File: config.mk
export PLATFORM = sky130hd
export DESIGN_NAME = onset_interval_classifier_unit
export DESIGN_NICKNAME = d
export VERILOG_FILES = /design/src/design/oic_pkg.sv /design/src/design/oic_beat_div.sv /design/src/design/oic_window_cmp.sv /design/src/design/onset_interval_classifier_unit.sv
export SDC_FILE = /design/constraint.sdc
export NUM_CORES = 2
export LEC_CHECK = 0
export BUFFER_PORTS_ARGS = -buffer_cell sky130_fd_sc_hd__buf_4
export CORE_MARGIN = 2
export CORE_UTILIZATION = 25
export CTS_CLUSTER_DIAMETER = 150
export CTS_CLUSTER_SIZE = 25
export DETAILED_ROUTE_END_ITERATION = 8
export PLACE_DENSITY_LB_ADDON = 0.3
export RECOVER_POWER = 25
export SLEW_MARGIN = 20
export SYNTH_ARGS = -nofsm -noshare
export SYNTH_HDL_FRONTEND = slang
export SYNTH_SLANG_ARGS = --single-unit
File: constraint.sdc
create_clock -name clk -period 10.2 [get_ports clk]
set_clock_uncertainty 0.15 [all_clocks]
set_input_delay 0.51 -clock clk [delete_from_list [all_inputs] [get_ports clk]]
set_output_delay 0.51 -clock clk [all_outputs]
set_load 0.1 [all_outputs]
File: src/design/oic_pkg.sv
// Shared types, constants and helpers for the onset interval classifier.
`timescale 1ns / 1ps

package oic_pkg;

  // Field and datapath widths
  localparam int TIME_W   = 48;
  localparam int TEMPO_W  = 20;
  localparam int VOTE_W   = 4;
  localparam int SUBDIV_W = 3;
  localparam int CLS_W    = 3;
  localparam int BEAT_W   = 36;                 // holds 60e9 / 1 mBPM
  localparam int CTR_W    = BEAT_W + 2;         // beat period times four
  localparam int PROD_W   = TIME_W + 7;         // interval times 100
  localparam int CMP_W    = (PROD_W > CTR_W + 7) ? PROD_W : CTR_W + 7;
  localparam int CNT_W    = $clog2(BEAT_W);
  localparam int LIM_SH   = 50;                 // intervals at or above 2^50 never match

  localparam logic [BEAT_W-1:0]  BEAT_NUM      = 36'd60000000000;
  localparam logic [TEMPO_W-1:0] TEMPO_DEFAULT = 20'd120000;
  localparam logic [VOTE_W-1:0]  VOTE_RESET    = 4'd3;
  localparam logic [VOTE_W-1:0]  VOTE_MAX      = 4'd15;
  localparam logic [6:0]         WIN_LO        = 7'd88;
  localparam logic [6:0]         WIN_MID       = 7'd100;
  localparam logic [6:0]         WIN_HI        = 7'd112;

  // Configuration register indexes
  localparam int CFG_IDX_W = 1;
  localparam logic [CFG_IDX_W-1:0] CFG_TEMPO = 1'b0;
  localparam logic [CFG_IDX_W-1:0] CFG_VOTE  = 1'b1;

  // Request types
  localparam logic REQ_ONSET = 1'b0;
  localparam logic REQ_IDLE  = 1'b1;

  // Interval classes
  localparam logic [CLS_W-1:0] CLS_T       = 3'd0;
  localparam logic [CLS_W-1:0] CLS_HALF    = 3'd1;
  localparam logic [CLS_W-1:0] CLS_QUARTER = 3'd2;
  localparam logic [CLS_W-1:0] CLS_DOUBLE  = 3'd3;
  localparam logic [CLS_W-1:0] CLS_QUAD    = 3'd4;
  localparam logic [CLS_W-1:0] CLS_NONE    = 3'd7;

  typedef struct packed {
    logic              req_type;
    logic [TIME_W-1:0] onset_time_us;
  } oic_in_t;

  typedef struct packed {
    logic [TIME_W-1:0]   pulse_time_us;
    logic [SUBDIV_W-1:0] subdivision;
    logic [CLS_W-1:0]    class_code;
    logic                restart_history;
    logic                last_pulse;
  } oic_out_t;

  typedef enum logic [4:0] {
    ST_IDLE   = 5'b00001,
    ST_DIV    = 5'b00010,
    ST_CLASS  = 5'b00100,
    ST_DECIDE = 5'b01000,
    ST_EMIT   = 5'b10000
  } oic_state_t;

  // Pulses per quarter for a class
  function automatic logic [SUBDIV_W-1:0] per_quarter(input logic [CLS_W-1:0] cls);
    logic [SUBDIV_W-1:0] pq;
    if (cls == CLS_HALF) begin
      pq = 3'd2;
    end else if (cls == CLS_QUARTER) begin
      pq = 3'd4;
    end else begin
      pq = 3'd1;
    end
    return pq;
  endfunction

endpackage

File: src/design/oic_beat_div.sv
// Iterative restoring divider: beat period = 60e9 / tempo (TEMPO_DEFAULT for a zero tempo), one quotient bit a cycle.
`timescale 1ns / 1ps

module oic_beat_div (
  input  logic                          clk,
  input  logic                          rst,
  input  logic                          start,
  input  logic [oic_pkg::TEMPO_W-1:0]   tempo,
  output logic                          done,
  output logic [oic_pkg::BEAT_W-1:0]    beat
);
  import oic_pkg::*;

  logic               busy;
  logic [CNT_W-1:0]   cnt;
  logic [TEMPO_W-1:0] rem;
  logic [TEMPO_W-1:0] divisor;
  logic [TEMPO_W:0]   trial;
  logic [TEMPO_W:0]   diff;
  logic               ge;

  assign trial = {rem, BEAT_NUM[cnt]};
  assign diff  = trial - {1'b0, divisor};
  assign ge    = trial >= {1'b0, divisor};

  always_ff @(posedge clk) begin
    if (rst) begin
      busy <= 1'b0;
      done <= 1'b0;
    end else begin
      done <= 1'b0;
      if (start) begin
        busy    <= 1'b1;
        cnt     <= CNT_W'(BEAT_W - 1);
        rem     <= '0;
        divisor <= (tempo == '0) ? TEMPO_DEFAULT : tempo;
      end else if (busy) begin
        rem  <= ge ? diff[TEMPO_W-1:0] : trial[TEMPO_W-1:0];
        beat <= {beat[BEAT_W-2:0], ge};
        if (cnt == '0) begin
          busy <= 1'b0;
          done <= 1'b1;
        end else begin
          cnt <= cnt - 1'b1;
        end
      end
    end
  end

endmodule

File: src/design/oic_window_cmp.sv
// Tolerance window compare: 88*c <= 100*x <= 112*c for one candidate centre.
`timescale 1ns / 1ps

module oic_window_cmp (
  input  logic [oic_pkg::PROD_W-1:0] dt100,
  input  logic                       dt_ok,
  input  logic [oic_pkg::CTR_W-1:0]  centre,
  output logic                       match
);
  import oic_pkg::*;

  logic [CMP_W-1:0] x_e;
  logic [CMP_W-1:0] lo;
  logic [CMP_W-1:0] hi;

  assign x_e = CMP_W'(dt100);
  assign lo  = CMP_W'(centre) * CMP_W'(WIN_LO);
  assign hi  = CMP_W'(centre) * CMP_W'(WIN_HI);

  assign match = dt_ok && (centre != '0) && (x_e >= lo) && (x_e <= hi);

endmodule

File: src/design/onset_interval_classifier_unit.sv
// Top level of the onset interval classifier: sequencer, vote state and beat output.
`timescale 1ns / 1ps

// Channel | Direction | Handshake            | Beat contents
// in      | in        | in_valid / in_stall   | req_type, onset_time_us
// out     | out       | out_valid / out_stall | pulse_time_us, subdivision, class_code,
//         |           |                       | restart_history, last_pulse
// cfg     | in        | cfg_valid / cfg_ready | cfg_index, cfg_data
//
// Idle requests and first onsets are handled as they are accepted, and the sequencer
// stays idle. Any other onset holds the input while the sequencer runs its steps in
// order: the accept, a wait on the bit-serial beat-period divider, one step of the
// shared window comparator per class tried, a vote step and any pulse steps.
// Reset is synchronous; there is no clearing pass. A stalled output holds the
// pulse sequencer and so the input; once the last pulse of an onset sits in the
// output register the next input beat is taken.

module onset_interval_classifier_unit (
  input  logic                              clk,
  input  logic                              rst,
  input  logic                              in_valid,
  output logic                              in_stall,
  input  oic_pkg::oic_in_t                  in_data,
  output logic                              out_valid,
  input  logic                              out_stall,
  output oic_pkg::oic_out_t                 out_data,
  input  logic                              cfg_valid,
  output logic                              cfg_ready,
  input  logic [oic_pkg::CFG_IDX_W-1:0]     cfg_index,
  input  logic [oic_pkg::TEMPO_W-1:0]       cfg_data
);
  import oic_pkg::*;

  oic_state_t state;

  // configuration
  logic [TEMPO_W-1:0] tempo;
  logic [VOTE_W-1:0]  vote_run;

  // onset tracking
  logic [TIME_W-1:0]  prev_onset;
  logic               onset_seen;
  logic [TIME_W-1:0]  t_r;
  logic [TIME_W-1:0]  dt_r;
  logic               dt_ok;
  logic [PROD_W-1:0]  dt100;
  logic [TIME_W-1:0]  dt3q;

  // classification and vote
  logic [CLS_W-1:0]   cidx;
  logic [CLS_W-1:0]   cls_r;
  logic [CLS_W-1:0]   held_class;
  logic               class_held;
  logic [CLS_W-1:0]   vote_class;
  logic [VOTE_W-1:0]  vote_streak;

  // pulse emission
  logic [TIME_W-1:0]  prev_pulse;
  logic               pulse_seen;
  logic               first_r;
  logic [1:0]         k;

  logic               in_acc;
  logic               div_start;
  logic               div_done;
  logic [BEAT_W-1:0]  beat;
  logic [CTR_W-1:0]   centre;
  logic               match;

  logic [VOTE_W-1:0]  streak_inc;
  logic [VOTE_W-1:0]  streak_new;
  logic               dec_accept;
  logic               dec_applied;
  logic [VOTE_W-1:0]  dec_streak;

  logic [TIME_W-1:0]  off;
  logic [TIME_W-1:0]  cand;
  logic               emit_ok;
  logic               out_free;
  logic               load;

  assign cfg_ready = 1'b1;
  assign in_stall  = (state != ST_IDLE);
  assign in_acc    = in_valid && !in_stall;
  assign div_start = in_acc && (in_data.req_type == REQ_ONSET) && onset_seen;

  oic_beat_div u_div (
    .clk   (clk),
    .rst   (rst),
    .start (div_start),
    .tempo (tempo),
    .done  (div_done),
    .beat  (beat)
  );

  // centre under test for the current class step
  always_comb begin
    unique case (cidx)
      CLS_T:       centre = CTR_W'(beat);
      CLS_HALF:    centre = CTR_W'(beat >> 1);
      CLS_QUARTER: centre = CTR_W'(beat >> 2);
      CLS_DOUBLE:  centre = CTR_W'(beat) << 1;
      CLS_QUAD:    centre = CTR_W'(beat) << 2;
      default:     centre = '0;
    endcase
  end

  oic_window_cmp u_cmp (
    .dt100  (dt100),
    .dt_ok  (dt_ok),
    .centre (centre),
    .match  (match)
  );

  // vote: a held class re-arms the streak; a new class needs vote_run in a row
  assign streak_inc = (vote_streak == VOTE_MAX) ? VOTE_MAX : vote_streak + 1'b1;
  assign streak_new = (cls_r == vote_class) ? streak_inc : VOTE_W'(1);

  always_comb begin
    if (!class_held) begin
      dec_accept  = 1'b1;
      dec_applied = 1'b1;
      dec_streak  = VOTE_W'(1);
    end else if (cls_r == held_class) begin
      dec_accept  = 1'b1;
      dec_applied = 1'b0;
      dec_streak  = VOTE_W'(1);
    end else if (streak_new >= vote_run) begin
      dec_accept  = 1'b1;
      dec_applied = 1'b1;
      dec_streak  = VOTE_W'(1);
    end else begin
      dec_accept  = 1'b0;
      dec_applied = 1'b0;
      dec_streak  = streak_new;
    end
  end

  // pulse candidates: t-3dt/4, t-dt/2, t-dt/4, t; nondecreasing, t is the max
  always_comb begin
    unique case (k)
      2'd0:    off = dt3q;
      2'd1:    off = dt_r >> 1;
      2'd2:    off = dt_r >> 2;
      default: off = '0;
    endcase
  end

  assign cand     = t_r - off;
  assign emit_ok  = !pulse_seen || (cand > prev_pulse);
  assign out_free = !out_valid || !out_stall;
  assign load     = (state == ST_EMIT) && out_free && emit_ok;

  always_ff @(posedge clk) begin
    if (rst) begin
      state       <= ST_IDLE;
      tempo       <= '0;
      vote_run    <= VOTE_RESET;
      onset_seen  <= 1'b0;
      class_held  <= 1'b0;
      held_class  <= CLS_T;
      vote_class  <= CLS_NONE;
      vote_streak <= '0;
      pulse_seen  <= 1'b0;
    end else begin
      if (cfg_valid && cfg_ready) begin
        unique case (cfg_index)
          CFG_TEMPO: tempo    <= cfg_data;
          CFG_VOTE:  vote_run <= cfg_data[VOTE_W-1:0];
          default:   ;
        endcase
      end

      unique case (state)
        ST_IDLE: begin
          if (in_acc) begin
            if (in_data.req_type == REQ_IDLE) begin
              onset_seen  <= 1'b0;
              class_held  <= 1'b0;
              held_class  <= CLS_T;
              vote_class  <= CLS_NONE;
              vote_streak <= '0;
              pulse_seen  <= 1'b0;
            end else if (!onset_seen) begin
              prev_onset <= in_data.onset_time_us;
              onset_seen <= 1'b1;
            end else begin
              prev_onset <= in_data.onset_time_us;
              t_r        <= in_data.onset_time_us;
              dt_r       <= (in_data.onset_time_us > prev_onset)
                            ? in_data.onset_time_us - prev_onset : '0;
              state      <= ST_DIV;
            end
          end
        end
        ST_DIV: begin
          // interval products settle while the divider runs
          dt100 <= PROD_W'(dt_r) * PROD_W'(WIN_MID);
          dt3q  <= TIME_W'(((TIME_W + 2)'(dt_r) * (TIME_W + 2)'(3)) >> 2);
          dt_ok <= (dt_r != '0) && ((dt_r >> LIM_SH) == '0);
          if (div_done) begin
            cidx  <= CLS_T;
            state <= ST_CLASS;
          end
        end
        ST_CLASS: begin
          if (match) begin
            cls_r <= cidx;
            state <= ST_DECIDE;
          end else if (cidx == CLS_QUAD) begin
            // no class fits: drop the vote
            vote_streak <= '0;
            vote_class  <= CLS_NONE;
            state       <= ST_IDLE;
          end else begin
            cidx <= cidx + 1'b1;
          end
        end
        ST_DECIDE: begin
          vote_class  <= cls_r;
          vote_streak <= dec_streak;
          first_r     <= dec_applied;
          if (dec_applied) begin
            held_class <= cls_r;
            class_held <= 1'b1;
            pulse_seen <= 1'b0;
          end
          if (cls_r == CLS_QUAD) begin
            k <= 2'd0;
          end else if (cls_r == CLS_DOUBLE) begin
            k <= 2'd1;
          end else begin
            k <= 2'd3;
          end
          state <= dec_accept ? ST_EMIT : ST_IDLE;
        end
        ST_EMIT: begin
          if (out_free) begin
            if (emit_ok) begin
              prev_pulse <= cand;
              pulse_seen <= 1'b1;
              first_r    <= 1'b0;
            end
            if (k == 2'd3) begin
              state <= ST_IDLE;
            end else if (cls_r == CLS_QUAD) begin
              k <= k + 1'b1;
            end else begin
              k <= 2'd3;
            end
          end
        end
        default: state <= ST_IDLE;
      endcase
    end
  end

  // output register
  always_ff @(posedge clk) begin
    if (rst) begin
      out_valid <= 1'b0;
    end else if (load) begin
      out_valid <= 1'b1;
    end else if (!out_stall) begin
      out_valid <= 1'b0;
    end
  end

  always_ff @(posedge clk) begin
    if (load) begin
      out_data.pulse_time_us   <= cand;
      out_data.subdivision     <= per_quarter(cls_r);
      out_data.class_code      <= cls_r;
      out_data.restart_history <= first_r;
      out_data.last_pulse      <= (cand == t_r);
    end
  end

  a_emit_held: assert property (@(posedge clk) disable iff (rst)
    (state == ST_EMIT) |-> class_held)
    else $error("pulse emission without a held class");

  a_div_to_class: assert property (@(posedge clk) disable iff (rst)
    (state == ST_DIV) && div_done |=> (state == ST_CLASS))
    else $error("divider finished but class search did not start");

  a_streak_vote: assert property (@(posedge clk) disable iff (rst)
    (vote_streak != '0) |-> (vote_class != CLS_NONE))
    else $error("vote streak running with no vote class");

  a_cidx_range: assert property (@(posedge clk) disable iff (rst)
    (state == ST_CLASS) |-> (cidx <= CLS_QUAD))
    else $error("class search index out of range");

endmodule
---- Word level (Yosys, flattened, before mapping) ----
Memories as Yosys holds them, arrays and structs flattened. A register that Yosys moved wholly into a read port is not among the register bits.
Index checks and enable logic that the tools add are counted.
W data, S select, Z words.
storage, ports and cells
  output and inout port bits .............. 59
  logic and storage cells ................. 211
  input port bits ......................... 75
  memory bits (writable) .................. 0
  register bits after elaboration ......... 486
  bits in read-only memories .............. 64
  memories ................................ 1
  bits in latches ......................... 0
cells by class
  reduce and logical (&&, ||, !) cells .... 46
  div/mod/pow operators ................... 0
  add/subtract/negate cells ............... 7
  shift-type cells ........................ 0
  multiplexer cells ....................... 72
  multipliers ............................. 4
  bitwise gates (word level) .............. 5
  order comparisons ....................... 7
  equality and inequality tests ........... 37
memories
  memory            words  width  read ports  clocked after memory_dff  write ports  line                RTL
  (name not given)  64     1      1           1                         0            oic_beat_div.sv:22  assign trial = {rem, BEAT_NUM[cnt]};
operators by type and width
  operator                 count
  $pmux W38 S5             1
  $pmux W48 S3             1
  $gt A48 B48 Y1           2
  $sub A48 B48 Y48         2
  $ge A55 B45 Y1           1
  $le A55 B45 Y1           1
  $mul A48 B5 Y53 const B  1
  $mul A48 B2 Y50 const B  1
  $eq A48 B48 Y1           1
  $reduce_bool A48 Y1      1
  $mux W5                  9
  $mul A38 B4 Y42 const B  1
  $mul A38 B3 Y41 const B  1
  $mux W20                 2
  $reduce_bool A38 Y1      1
  $mux W4                  9
  $mux W3                  11
  $pmux W5 S5              1
  $mux W6                  4
  $ne A2 B2 Y1 const B     12
  $ge A21 B20 Y1           1
  $mux W1                  21
  $logic_not A20 Y1        1
  $reduce_and A4 Y1        5
  44 further kinds         87

---- Logic depth before layout (Yosys ltp) ----
  depth in word-level cells ............... 9
  gate-level depth with buffers ........... 35
  mapped depth without buffers ............ 32

---- Cells and area by module ----
From an unflattened synthesis, not the netlist that was laid out.
second synthesis, totals
  cell total of the unflattened synthesis .. 4467
  area total of the unflattened synthesis .. 43332.8 um2
by module, submodules not included
  module                          instances  cells each  area each (um2)
  onset_interval_classifier_unit  1          3038        30361.6
  oic_window_cmp                  1          1028        8473.1
  oic_beat_div                    1          401         4498.1

---- Worst setup path before layout ----
No wires, ideal clock.
  kind .................................... register -> register
  from .................................... reg k[1]
  to ...................................... reg prev_pulse[0], enable pin
  slack ................................... 945 ps
  stages on the path, launching flop included .. 28
  setup time .............................. 513 ps
  data arrival time ....................... 8592 ps
  path buffers ............................ 4
  cells stage by stage .................... edfxtp_1 inv_1 ha_1 clkbuf_1 clkbuf_1 a222oi_1 or2_2 ha_1 buf_2 a21oi_2 o21ai_0 or4_1 buf_2 nand3_2 a21boi_1 o211a_1 o21a_1 o21ai_0 a21oi_1 a31oi_1 xnor2_1 ha_1 nand4_1 nor4_1 nand3_1 o211ai_1 a21boi_0 nor3_1
between the ends
  longest elaborated chain between the ends .. 6
  elaborated cells on any way between the ends .. 8
  those cells by class .................... add/sub: 1; order compare: 1; eq/ne: 2; mux: 1; reduce/logical: 3
RTL lines
  element                               line                                   RTL
  from (decl)                           onset_interval_classifier_unit.sv:61   logic [1:0] k;
  from (signal assigned)                onset_interval_classifier_unit.sv:247  k <= k + 1'b1;
  $eq A2 B2 Y1 (tied with other cells)  onset_interval_classifier_unit.sv:141  unique case (k)
  $pmux W48 S3 (*)                      onset_interval_classifier_unit.sv:141
  $sub A48 B48 Y48 (*)                  onset_interval_classifier_unit.sv:149  assign cand = t_r - off;
  named net cand[47]                    onset_interval_classifier_unit.sv:77   logic [TIME_W-1:0] cand;
  $gt A48 B48 Y1 (*)                    onset_interval_classifier_unit.sv:150  assign emit_ok = !pulse_seen || (cand > prev_pulse);
  $logic_or A1 B1 Y1 (*)                onset_interval_classifier_unit.sv:150
  $reduce_and A4 Y1 (no line) (*)       n/a
  to (signal assigned)                  onset_interval_classifier_unit.sv:240  prev_pulse <= cand;
  to (decl)                             onset_interval_classifier_unit.sv:58   logic [TIME_W-1:0] prev_pulse;
The timed path passes the listed nets; every way through them passes the cells marked *.
A chain may end at the register's enable or synchronous reset.

---- Final worst setup path ----
  from .................................... reg k[0]
  to ...................................... reg out_data[30] in the netlist's numbering, enable pin
between the ends
  longest elaborated chain between the ends .. 6
  elaborated cells on any way between the ends .. 8
  those cells by class .................... add/sub: 1; order compare: 1; eq/ne: 2; mux: 1; reduce/logical: 3
RTL lines
  element                               line                                   RTL
  $eq A2 B2 Y1 (tied with other cells)  onset_interval_classifier_unit.sv:141
  $pmux W48 S3 (*)                      onset_interval_classifier_unit.sv:141
  $sub A48 B48 Y48 (*)                  onset_interval_classifier_unit.sv:149
  named net cand[47]                    onset_interval_classifier_unit.sv:77
  $gt A48 B48 Y1 (*)                    onset_interval_classifier_unit.sv:150
  $logic_or A1 B1 Y1 (*)                onset_interval_classifier_unit.sv:150
  $logic_and A1 B1 Y1 (*)               onset_interval_classifier_unit.sv:152  assign load = (state == ST_EMIT) && out_free && emit_ok;
  named net load                        onset_interval_classifier_unit.sv:80   logic load;
  to (decl)                             onset_interval_classifier_unit.sv:26   output oic_pkg::oic_out_t out_data,
Marked as above.

==> results.yml <==
critical_path:
  critPathKind: "register to register"
  cp.buffers_inverters: 3
  regToRegStartpoint: "k[0]"
  critPathArrivalTime_ns: 9.43
  startpoint: "k[0]"
  cp_slowest_cell: "nor4_2"
  path_delay_family: "compound AO/OA/AOI/OAI gates"
  startpoint_type: "register"
  cp_slowest_stage_delay_ns: 0.73
  endpoint_kind: "register"
  crit_fanout: 49
  cp.required_ns: 10.33
clock_network:
  clk_pin_slew_ns: 0.11
  cts_tree: "built"
  clk_path_buf_depth: 3
  htree_levels: 1
  cts_setup_buffers: 0
  clock-sinks: 487
  clk_latency_ns: 0.64
  cts_root_buf: "clkbuf_16"
  numCtsBuffers: 24
timing:
  maxSlewViolCount: 0
  period_needed_ns: 9.30
  rsz0062_at_grt: "no"
  fin_tns_setup_ns: 0
  fmax_mhz: 108
  final-hold-violation-count: 0
  fin_crit_sh: 0.912
  tightest_slew_ns: 1.22
  timing.slew.headroom: 0.193
  setup_viol: 0
global_routing:
  grt_pass1_wl_mm: 196
  antenna_found_initial: 1
  grt_pass1_vias: 34000
  grt_max_degree: 60
  overflow: 0
  grt_usage: 0.135
power:
  p_seq_frac: 0.551
  irDropWorstVdd_mv: 0.117
  switching_share: 0.277
  leakage_nw: 20.9
  power_density_nw_per_um2: 82.8
  power_mw: 4.05
  p_int_mw: 2.93
  clock_power_share: 0.280
  switchingPower_mw: 1.12
  comb_power_share: 0.169
layout:
  final_cell_mix: "612 x inv_1, 571 x ha_1, 441 x edfxtp_1"
  multiInputGateArea_um2: 27200
  final_common_cell: "inv_1"
  drive_gt1_frac: 0.0460
  ff_latch_area_um2: 14200
  area_growth_pct: 10.8
  fillers: 18600
  nNetsFinal: 5590
yosys:
  syn-num-nets: 5464
  synth_edf_count: 441
  synth_top_area_share: 0.300
  yosys-top-cells-area: "edfxtp_1 30%, ha_1 16%, fa_1 7.5%"
  syn_area_per_cell_um2: 9.50
  postSynthCellCount: 4650
  synth-seq-cells: 487
  ys_seq_area_frac: 0.321
  synth.distinct_cells: 99
  ys.flop_type: "edfxtp_1"
  ys_warn_count: 0
  yosysTopAreaCell: "edfxtp_1"
  netlist_area_um2: 44200
  ys_async_sr_fraction: 0
floorplanning:
  dieArea_um2: 180000
  fp.dieW_um: 424
  start_util: 0.251
  die_height_um: 424
  ioPinCount: 134
  row_count: 154
  core-area_um2: 176000
worst_hold_path:
  hold_class: "input port to register"
  hp-start: "in_valid"
drt:
  firstDrtPassIters: 7
  vias_per_cell: 4.74
  wl_per_cell_um: 17.5
  vias: 33800
  drc: 0
  dr.first_iter.drc_count: 2038
  antenna_left: 0
  wirelength_mm: 125
job:
  maxCapViolations: 0
placed_design:
  portBuffers: 132
  dpl.hpwl_mm: 102
  place.gp.congestion: 0.906
run_status:
  status: "completed"
[per-stage QoR]
step	instances	setup slack, ns	hold slack, ns	util	area [um2]
3_3_place_gp	7016	0.116	0.299	0.272	47900
2_1_floorplan	4650	0.945	0.250	-	44200
4_1_cts	7123	0.450	0.0995	0.280	49300
3_5_place_dp	7016	0.528	0.300	0.272	47900
5_1_grt	7124	0.278	0.176	0.278	48900
6_report	7125	0.900	0.150	0.278	48900
[layout make-up]
type	instances	share of cell area
Multi-Input combinational cell	3408	0.556
Sequential cell	487	0.290
Tap cell	2340	0.0599
Inverter	614	0.0472
Timing Repair Buffer	241	0.0332
Clock buffer	29	0.0127
Clock inverter	5	0.00120
Antenna cell	1	0.0000512
[timing repair]
action,4_1_cts,5_1_grt
endpoints found under the hold margin,119,0
gates resized for setup,0,1
hold buffers,73,0
endpoints found under the setup margin,0,1
[cell usage after synthesis (14+ instances only)]
| cell | n |
|---|---|
| a211o_1 | 20 |
| a211oi_1 | 33 |
| a21o_1 | 165 |
| a21oi_1 | 319 |
| a222oi_1 | 55 |
| a22oi_1 | 39 |
| a311oi_1 | 15 |
| a31oi_1 | 49 |
| and2_1 | 30 |
| and3_1 | 43 |
| clkbuf_1 | 121 |
| dfxtp_1 | 46 |
| edfxtp_1 | 441 |
| fa_1 | 165 |
| ha_1 | 574 |
| inv_1 | 612 |
| mux2i_1 | 23 |
| nand2_1 | 315 |
| nand2b_1 | 39 |
| nand3_1 | 86 |
| nand4_1 | 99 |
| nor2_1 | 281 |
| nor2b_1 | 51 |
| nor3_1 | 69 |
| nor3b_1 | 14 |
| nor4_1 | 28 |
| o2111ai_1 | 17 |
| o211ai_1 | 24 |
| o21a_1 | 45 |
| o21ai_0 | 143 |
| o21ai_1 | 23 |
| o21bai_1 | 38 |
| o31ai_1 | 17 |
| or2_2 | 70 |
| or3_1 | 21 |
| xnor2_1 | 170 |
| xor2_1 | 117 |
[tightest hold or removal path: cells and delay by family]
family / cells / cell delay [ns]
buffers and inverters: 1 / 0.11
AO/OA/AOI/OAI: 3 / 0.28
[power by group through the flow]
stage / sequential [mW] / combinational (mW) / clock, mW
CTS: 2.23 / 0.697 / 1.19
global placement: 2.28 / 0.664 / 0
global route: 2.23 / 0.770 / 1.24
floorplan: 2.27 / 0.477 / 0
finish: 2.23 / 0.684 / 1.13
detailed placement: 2.28 / 0.666 / 0
[state kept, by name, summed over array words and instances, names as in the netlist, 3 cells and up]
| signal | count |
|---|---|
| out_data | 56 |
| dt100 | 53 |
| dt3q | 48 |
| dt_r | 48 |
| prev_onset | 48 |
| prev_pulse | 48 |
| t_r | 48 |
| u_div.beat | 36 |
| tempo | 20 |
| u_div.divisor | 20 |
| u_div.rem | 20 |
| u_div.cnt | 6 |
| state | 5 |
| vote_run | 4 |
| vote_streak | 4 |
| cidx | 3 |
| cls_r | 3 |
| held_class | 3 |
| vote_class | 3 |
[kinds of logic after synthesis]
logic type	count (synthesis)	synth area share
and+or+nand+nor	1203	0.136
AOI/OAI and AO/OA	1141	0.174
buffers and inverters	755	0.0646
adders and majority gates	739	0.237
DFF	487	0.321
xor gates and xnor gates	293	0.0600
muxes	31	0.00725
other	1	0.0000849
[worst paths after layout]
kind / to / slack, ns / cells past startpoint
worst max register to register: out_data[30] / 0.90 / 25
worst max-delay path: out_data[30] / 0.90 / 25
worst min-delay path: vote_streak[0] / 0.15 / 4
worst min register to register: vote_run[2] / 0.31 / 2
[layer usage]
metal | vias to the layer above | part of all wire | global-route usage
met5 | - | 0 | 0
met4 | 0 | 0.023 | 0.0292
met3 | 103 | 0.033 | 0.0127
met2 | 557 | 0.47 | 0.229
met1 | 16200 | 0.48 | 0.187
li1 | 16900 | - | -
Power figures use the tool's default switching activity.
